===== src/sv/ssr_pkg.sv =====
package ssr_pkg;

  localparam int PATTERN_MAX_DEF = 8;
  localparam int REPLACE_MAX_DEF = 8;

  localparam int CFG_DATA_W = 64;
  localparam int CFG_IDX_W  = 2;
  localparam int LEN_W      = 4;

  localparam logic [CFG_IDX_W-1:0] CFG_PATTERN_BYTES      = 2'd0;
  localparam logic [CFG_IDX_W-1:0] CFG_PATTERN_LENGTH     = 2'd1;
  localparam logic [CFG_IDX_W-1:0] CFG_REPLACEMENT_BYTES  = 2'd2;
  localparam logic [CFG_IDX_W-1:0] CFG_REPLACEMENT_LENGTH = 2'd3;

  typedef struct packed {
    logic [7:0] text_byte;
    logic       final_byte;
  } in_item_t;

  typedef struct packed {
    logic [7:0] out_byte;
    logic       byte_present;
    logic       end_of_text;
    logic       failed;
  } out_item_t;

  // Commands from the controller to the datapath.
  typedef struct packed {
    logic accept;
    logic release_oldest;
    logic clear_window;
    logic rep_start;
    logic rep_emit;
    logic fail;
    logic finish;
  } ssr_cmd_t;

  // Status from the datapath to the controller.
  typedef struct packed {
    logic plen_zero;
    logic rlen_zero;
    logic prefix_ok;
    logic full_match;
    logic fill_zero;
    logic fill_one;
    logic rep_last;
    logic slot_free;
    logic fin;
  } ssr_sts_t;

endpackage


===== src/sv/ssr_dp.sv =====
module ssr_dp
  import ssr_pkg::*;
#(
  parameter int PATTERN_MAX = PATTERN_MAX_DEF,
  parameter int REPLACE_MAX = REPLACE_MAX_DEF
) (
  input  logic                  clk,
  input  logic                  rst_n,
  input  logic                  cfg_we,
  input  logic [CFG_IDX_W-1:0]  cfg_index,
  input  logic [CFG_DATA_W-1:0] cfg_data,
  input  in_item_t              in_data,
  input  ssr_cmd_t              cmd,
  output ssr_sts_t              sts,
  output logic                  out_valid,
  input  logic                  out_stall,
  output out_item_t             out_data
);

  localparam int FW = $clog2(PATTERN_MAX + 1);
  localparam int RW = $clog2(REPLACE_MAX + 1);

  logic [CFG_DATA_W-1:0] pat_bytes_r, rep_bytes_r;
  logic [LEN_W-1:0]      pat_len_r, rep_len_r;

  logic [7:0]            win_r   [PATTERN_MAX];
  logic [7:0]            win_nxt [PATTERN_MAX];
  logic [FW-1:0]         fill_r, fill_nxt;
  logic [7:0]            hold_r, hold_nxt;
  logic                  hold_vld_r, hold_vld_nxt;
  logic                  fin_r, fin_nxt;
  logic [CFG_DATA_W-1:0] rep_sh_r, rep_sh_nxt;
  logic [RW-1:0]         rep_rem_r, rep_rem_nxt;
  logic                  out_valid_r, out_valid_nxt;
  out_item_t             out_data_r, out_data_nxt;

  logic [FW-1:0]         plen_eff;
  logic [RW-1:0]         rlen_eff;
  logic                  mism;
  logic                  gen_en;
  logic [7:0]            gen_byte;

  assign plen_eff = (pat_len_r > LEN_W'(PATTERN_MAX)) ? FW'(PATTERN_MAX) : pat_len_r[FW-1:0];
  assign rlen_eff = (rep_len_r > LEN_W'(REPLACE_MAX)) ? RW'(REPLACE_MAX) : rep_len_r[RW-1:0];

  // Every held byte is compared with its pattern lane at once.
  always_comb begin
    mism = 1'b0;
    for (int i = 0; i < PATTERN_MAX; i++) begin
      if ((FW'(i) < fill_r) && (win_r[i] != pat_bytes_r[8*i +: 8])) begin
        mism = 1'b1;
      end
    end
  end

  always_comb begin
    sts.plen_zero  = (pat_len_r == '0);
    sts.rlen_zero  = (rlen_eff == '0);
    sts.prefix_ok  = !mism && (fill_r <= plen_eff);
    sts.full_match = (fill_r == plen_eff);
    sts.fill_zero  = (fill_r == '0);
    sts.fill_one   = (fill_r == FW'(1));
    sts.rep_last   = (rep_rem_r == RW'(1));
    sts.slot_free  = !out_valid_r || !out_stall;
    sts.fin        = fin_r;
  end

  // Each new result goes into a one-entry hold register, and the one it
  // displaces moves to the output. The last result of an item can then
  // still be marked as the end of the text once the item is done.
  always_comb begin
    win_nxt       = win_r;
    fill_nxt      = fill_r;
    hold_nxt      = hold_r;
    hold_vld_nxt  = hold_vld_r;
    fin_nxt       = fin_r;
    rep_sh_nxt    = rep_sh_r;
    rep_rem_nxt   = rep_rem_r;
    out_valid_nxt = out_valid_r && out_stall;
    out_data_nxt  = out_data_r;
    gen_en        = 1'b0;
    gen_byte      = '0;

    if (cmd.accept) begin
      fin_nxt = in_data.final_byte;
      if (sts.plen_zero) begin
        fill_nxt = '0;
      end else begin
        for (int i = 0; i < PATTERN_MAX; i++) begin
          if (fill_r == FW'(i)) begin
            win_nxt[i] = in_data.text_byte;
          end
        end
        fill_nxt = fill_r + 1'b1;
      end
    end

    if (cmd.release_oldest) begin
      gen_en   = 1'b1;
      gen_byte = win_r[0];
      for (int i = 0; i < PATTERN_MAX - 1; i++) begin
        win_nxt[i] = win_r[i+1];
      end
      fill_nxt = fill_r - 1'b1;
    end

    if (cmd.clear_window) begin
      fill_nxt = '0;
    end

    if (cmd.rep_start) begin
      fill_nxt    = '0;
      rep_sh_nxt  = rep_bytes_r;
      rep_rem_nxt = rlen_eff;
    end

    if (cmd.rep_emit) begin
      gen_en      = 1'b1;
      gen_byte    = rep_sh_r[7:0];
      rep_sh_nxt  = rep_sh_r >> 8;
      rep_rem_nxt = rep_rem_r - 1'b1;
    end

    if (gen_en) begin
      if (hold_vld_r) begin
        out_valid_nxt = 1'b1;
        out_data_nxt  = '{out_byte: hold_r, byte_present: 1'b1,
                          end_of_text: 1'b0, failed: 1'b0};
      end
      hold_nxt     = gen_byte;
      hold_vld_nxt = 1'b1;
    end

    if (cmd.fail) begin
      out_valid_nxt = 1'b1;
      out_data_nxt  = '{out_byte: 8'd0, byte_present: 1'b0,
                        end_of_text: 1'b0, failed: 1'b1};
    end

    if (cmd.finish) begin
      if (hold_vld_r) begin
        out_valid_nxt = 1'b1;
        out_data_nxt  = '{out_byte: hold_r, byte_present: 1'b1,
                          end_of_text: fin_r, failed: 1'b0};
        hold_vld_nxt  = 1'b0;
      end else if (fin_r) begin
        out_valid_nxt = 1'b1;
        out_data_nxt  = '{out_byte: 8'd0, byte_present: 1'b0,
                          end_of_text: 1'b1, failed: 1'b0};
      end
    end
  end

  always_ff @(posedge clk) begin
    if (!rst_n) begin
      pat_bytes_r <= '0;
      pat_len_r   <= '0;
      rep_bytes_r <= '0;
      rep_len_r   <= '0;
    end else if (cfg_we) begin
      unique case (cfg_index)
        CFG_PATTERN_BYTES:      pat_bytes_r <= cfg_data;
        CFG_PATTERN_LENGTH:     pat_len_r   <= cfg_data[LEN_W-1:0];
        CFG_REPLACEMENT_BYTES:  rep_bytes_r <= cfg_data;
        CFG_REPLACEMENT_LENGTH: rep_len_r   <= cfg_data[LEN_W-1:0];
      endcase
    end
  end

  always_ff @(posedge clk) begin
    if (!rst_n) begin
      fill_r      <= '0;
      hold_vld_r  <= 1'b0;
      out_valid_r <= 1'b0;
    end else begin
      fill_r      <= fill_nxt;
      hold_vld_r  <= hold_vld_nxt;
      out_valid_r <= out_valid_nxt;
    end
  end

  always_ff @(posedge clk) begin
    win_r      <= win_nxt;
    hold_r     <= hold_nxt;
    fin_r      <= fin_nxt;
    rep_sh_r   <= rep_sh_nxt;
    rep_rem_r  <= rep_rem_nxt;
    out_data_r <= out_data_nxt;
  end

  assign out_valid = out_valid_r;
  assign out_data  = out_data_r;

endmodule


===== src/sv/ssr_ctrl.sv =====
module ssr_ctrl
  import ssr_pkg::*;
(
  input  logic     clk,
  input  logic     rst_n,
  input  logic     in_valid,
  output logic     in_stall,
  input  ssr_sts_t sts,
  output ssr_cmd_t cmd
);

  typedef enum logic [2:0] {
    ST_IDLE,
    ST_FAIL,
    ST_SCAN,
    ST_REPL,
    ST_FLUSH,
    ST_FINISH
  } state_t;

  state_t state_r, state_nxt;

  assign in_stall = (state_r != ST_IDLE);

  always_comb begin
    state_nxt = state_r;
    cmd       = '0;
    unique case (state_r)
      ST_IDLE: begin
        if (in_valid) begin
          cmd.accept = 1'b1;
          state_nxt  = sts.plen_zero ? ST_FAIL : ST_SCAN;
        end
      end
      ST_FAIL: begin
        if (sts.slot_free) begin
          cmd.fail  = 1'b1;
          state_nxt = ST_IDLE;
        end
      end
      ST_SCAN: begin
        if (sts.slot_free) begin
          priority if (!sts.prefix_ok) begin
            cmd.release_oldest = 1'b1;
            if (sts.fill_one) begin
              state_nxt = ST_FINISH;
            end
          end else if (sts.full_match) begin
            if (sts.rlen_zero) begin
              cmd.clear_window = 1'b1;
              state_nxt        = ST_FINISH;
            end else begin
              cmd.rep_start = 1'b1;
              state_nxt     = ST_REPL;
            end
          end else begin
            state_nxt = sts.fin ? ST_FLUSH : ST_FINISH;
          end
        end
      end
      ST_REPL: begin
        if (sts.slot_free) begin
          cmd.rep_emit = 1'b1;
          if (sts.rep_last) begin
            state_nxt = ST_FINISH;
          end
        end
      end
      ST_FLUSH: begin
        if (sts.fill_zero) begin
          state_nxt = ST_FINISH;
        end else if (sts.slot_free) begin
          cmd.release_oldest = 1'b1;
          if (sts.fill_one) begin
            state_nxt = ST_FINISH;
          end
        end
      end
      ST_FINISH: begin
        if (sts.slot_free) begin
          cmd.finish = 1'b1;
          state_nxt  = ST_IDLE;
        end
      end
      default: state_nxt = ST_IDLE;
    endcase
  end

  always_ff @(posedge clk) begin
    if (!rst_n) begin
      state_r <= ST_IDLE;
    end else begin
      state_r <= state_nxt;
    end
  end

endmodule


===== src/sv/stream_substring_replace.sv =====
// Streaming find-and-replace: text bytes enter one per transfer, and every
// leftmost, non-overlapping occurrence of the configured pattern (up to
// PATTERN_MAX bytes) leaves as the configured replacement (up to REPLACE_MAX
// bytes, zero deletes the match); all other bytes pass in order. A byte with
// final_byte set flushes the held partial match and tags the last result
// with end_of_text, or gives a bare end marker if it produced nothing. A zero
// pattern length makes every transfer return one result with failed set.
// One item is handled at a time: the block accepts it, releases or emits
// bytes one by one, decides on the remaining window unless releases have
// emptied it, and closes the item. Output stalls hold up each release,
// emission, decision and close.
// Configuration is taken at any time (cfg_ready stays high) but must only
// change while the block is idle.
module stream_substring_replace
  import ssr_pkg::*;
#(
  parameter int PATTERN_MAX = PATTERN_MAX_DEF,
  parameter int REPLACE_MAX = REPLACE_MAX_DEF
) (
  input  logic                  clk,
  input  logic                  rst_n,
  input  logic                  cfg_valid,
  output logic                  cfg_ready,
  input  logic [CFG_IDX_W-1:0]  cfg_index,
  input  logic [CFG_DATA_W-1:0] cfg_data,
  input  logic                  in_valid,
  output logic                  in_stall,
  input  in_item_t              in_data,
  output logic                  out_valid,
  input  logic                  out_stall,
  output out_item_t             out_data
);

  ssr_cmd_t cmd;
  ssr_sts_t sts;

  assign cfg_ready = 1'b1;

  ssr_ctrl u_ctrl (
    .clk      (clk),
    .rst_n    (rst_n),
    .in_valid (in_valid),
    .in_stall (in_stall),
    .sts      (sts),
    .cmd      (cmd)
  );

  ssr_dp #(
    .PATTERN_MAX (PATTERN_MAX),
    .REPLACE_MAX (REPLACE_MAX)
  ) u_dp (
    .clk       (clk),
    .rst_n     (rst_n),
    .cfg_we    (cfg_valid && cfg_ready),
    .cfg_index (cfg_index),
    .cfg_data  (cfg_data),
    .in_data   (in_data),
    .cmd       (cmd),
    .sts       (sts),
    .out_valid (out_valid),
    .out_stall (out_stall),
    .out_data  (out_data)
  );

endmodule


===== config.mk =====
export PLATFORM = sky130hd
export DESIGN_NAME = stream_substring_replace
export DESIGN_NICKNAME = d
export VERILOG_FILES = /design/src/sv/ssr_pkg.sv /design/src/sv/ssr_dp.sv /design/src/sv/ssr_ctrl.sv /design/src/sv/stream_substring_replace.sv
export SDC_FILE = /design/constraint.sdc
export NUM_CORES = 1
export LEC_CHECK = 0
export ABC_AREA = 1
export BUFFER_PORTS_ARGS = -buffer_cell sky130_fd_sc_hd__buf_4
export CORE_MARGIN = 2
export CORE_UTILIZATION = 55
export DETAILED_ROUTE_END_ITERATION = 8
export PLACE_DENSITY = 0.74
export SLEW_MARGIN = 10
export SYNTH_ARGS = -nofsm -noshare
export SYNTH_HDL_FRONTEND = slang
export SYNTH_SLANG_ARGS = --single-unit

===== constraint.sdc =====
create_clock -name clk -period 3.8 [get_ports clk]
set_input_delay 0.76 -clock clk [delete_from_list [all_inputs] [get_ports clk]]
set_output_delay 0.76 -clock clk [all_outputs]
set_load 0.1 [all_outputs]

==> out/qor.yml <==
status: "finished clean"
path_buf_inv: 4
cts_sinks: 297
cap_violations: 0
ios: 94
routed_wl_um: 31350
hold_viol_final: 0
post_cts_buffers: 0
dr.first_iter.drc_count: 862
die_x_um: 156.3
root_buffer: "clkbuf_16"
cts_tree: "yes"
drive_gt1_share_pct: 11.52
vias_per_cell: 5.359
grt_usage_pct: 25.97
worst_pin_slew_ns: 1.069
layout_common_cells: "nand2_1 (434), nor2_1 (296), o21ai_0 (164), dfxtp_1 (164), edfxtp_1 (133)"
synthToLayoutAreaGrowth_pct: 14.89
endpoint_kind: "flip-flop"
path_class: "reg -> reg"
antenna_found_initial: 1
synthDominantCellAreaShare_pct: 31.29
grt.overflow.total: 0
clk_latency_ns: 0.55
grt_pass1_wl_um: 50490
rsz0062_at_grt: "false"
irDropWorstVdd_mv: 0.4079
clk_pin_slew_ns: 0.06
reg2reg_slack_ns: 0.76
synthesis.area_um2: 12760
nets: 1680
ys_ff_latch: 297
design.die.area_um2: 24440
critPathArrivalTime_ns: 3.20
path_common_cell: "inv_1"
synth_top_cell_by_area: "edfxtp_1"
ant_nets: 0
ctsResizeCount: 0
clock-skew-final_ns: 0.01455
fp.dieH_um: 156.3
remaining_drc_errors: 0
gp_congestion: 0.9051
post-route-period-util_pct: 80.04
grt_max_degree: 79
cp_cell_sequence: "nor2_1 > inv_1 > nor2_1 > inv_1 > nor2_1 > inv_1 > nor2_2 > inv_1 > o21ai_0"
ctsHtreeMaxLevel: 1
vias: 10180
numCtsBuffers: 30
slowest_delay_ns: 0.88
finalSetupViolations: 0
crit_slowest_cell: "o21ai_0"
avgRoutedWirePerCell_um: 16.51
syn_avg_cell_area_um2: 8.403
fin_cells: 1899
start_util_pct: 56.20
ys_seq_area_share_pct: 57.01
fin_tns_setup_ns: 0
power.total_mw: 8.997
syn_nets: 1609
ys_types: 36
relSlewSlack_pct: 28.00
critPathRequiredTime_ns: 3.96
post-route-min-period_ns: 3.042
dp_hpwl_um: 20620
clockBufferDepth: 3
utilization_pct: 64.57
grt_pass1_vias: 9880
synthTopCellsByArea: "edfxtp_1 (31%), dfxtp_1 (26%), nand2_1 (13%), nor2_1 (8.7%), o21ai_0 (6.4%)"
antenna_cells: 0
portBuffers: 92
hp-class: "in -> reg"
first_pass_iters: 5
dp.cells: 1843
critical_path.top_delay_family: "simple AND/OR/NAND/NOR gates"
cp_max_fo: 11
core_um2: 22710
fp-row-count: 55
final_common_cell: "nand2_1"
fmax_mhz: 328.8
syn_inst: 1519
ctsHoldBuffers: 0
leakage_nw: 6.535
drv_slew: 0
synth_warnings: 0
power_density_nw_per_um2: 613.5
cp-start-kind: "flip-flop"
-- cells in the mapped netlist, drive strengths merged --
library cell	instances
o31ai	1
a32o	1
conb	1
nand3b	7
edfxtp	133
nand3	27
a211oi	1
xor2	1
a22o	5
nand2	440
clkbuf	51
buf	19
xnor2	57
clkinv	1
nor2	305
o21ai	166
nand4	5
a21oi	26
nor3	7
nor4	2
inv	85
dfxtp	164
o22ai	3
ha	10
a21boi	1
-- worst register-to-register path: cells and delay by family (launching register included) --
kind,cells,cell delay [ns]
AO/OA/AOI/OAI,1,0.88
buffers and inverters,4,0.53
AND/OR/NAND/NOR,4,0.90
flip-flops,1,0.36
-- worst paths after layout --
path	start	endpoint	depth (start not counted)
worst min-delay path	in_data[0]	u_dp.fin_r	1
worst max-delay path	u_ctrl.state_r[0]	u_dp.win_r[57]	9
worst max register to register	u_ctrl.state_r[0]	u_dp.win_r[57]	9
worst min register to register	u_dp.pat_bytes_r[16]	u_dp.pat_bytes_r[16]	2
-- layer usage --
metal / share of wire, % / track usage (%) / vias to the layer above
li1: - / - / 5003
met1: 43 / 35.45 / 4732
met2: 48 / 43.42 / 371
met3: 6.8 / 3.489 / 70
met4: 2.7 / 7.776 / 0
met5: 0 / 0 / -
-- final cells by class --
| cell class | count | area [µm²] |
|---|---|---|
| fill | 1978 | 8045 |
| multi-input combinational | 1066 | 4856 |
| tap | 285 | 356.6 |
| timing repair buffer | 109 | 843.3 |
| clock inverter | 9 | 72.57 |
| clock buffer | 47 | 935.9 |
| inverter | 86 | 322.8 |
| sequential | 297 | 7277 |
-- cell families (layout without fill, tap and decap cells) --
group           count (synthesis)  in the layout  share of synthesized area (%)
compound gates                204            204                          8.274
xor+xnor                       58             58                          3.980
fa+ha+maj                      10             10                         0.9803
buf+inv                       156            251                          5.097
flops                         297            297                          57.01
other cells                     1              1                        0.02938
simple gates                  793            793                          24.63
-- through the flow --
stage	area, µm²	hold slack (ns)	setup WS [ns]
finish	14660	0.3951	0.7585
global route	14660	0.3796	0.5113
CTS	14660	0.3857	0.7361
detailed placement	13660	0.4648	0.7352
global placement	13660	0.4566	0.9474
floorplan	12760	0.4439	0.2044
-- power by group --
| part | internal [mW] | total [mW] | switching (mW) |
|---|---|---|---|
| Sequential | 3.79 | 4.04 | 0.245 |
| Clock | 1.75 | 2.95 | 1.20 |
| Combinational | 0.596 | 2.00 | 1.41 |
| Total | 6.14 | 9.00 | 2.86 |
-- registers in the layout, summed over array words and instances, names as in the netlist --
register,flops
u_dp.rep_rem_r,4
u_dp.fin_r,1
u_dp.hold_vld_r,1
u_dp.hold_r,8
u_dp.rep_bytes_r,64
u_dp.out_valid,1
u_dp.fill_r,4
u_dp.out_data,11
u_dp.pat_bytes_r,64
u_dp.rep_sh_r,64
u_dp.rep_len_r,4
u_ctrl.state_r,3
u_dp.win_r,64
u_dp.pat_len_r,4
No activity file was read; power rests on OpenSTA's default activity.
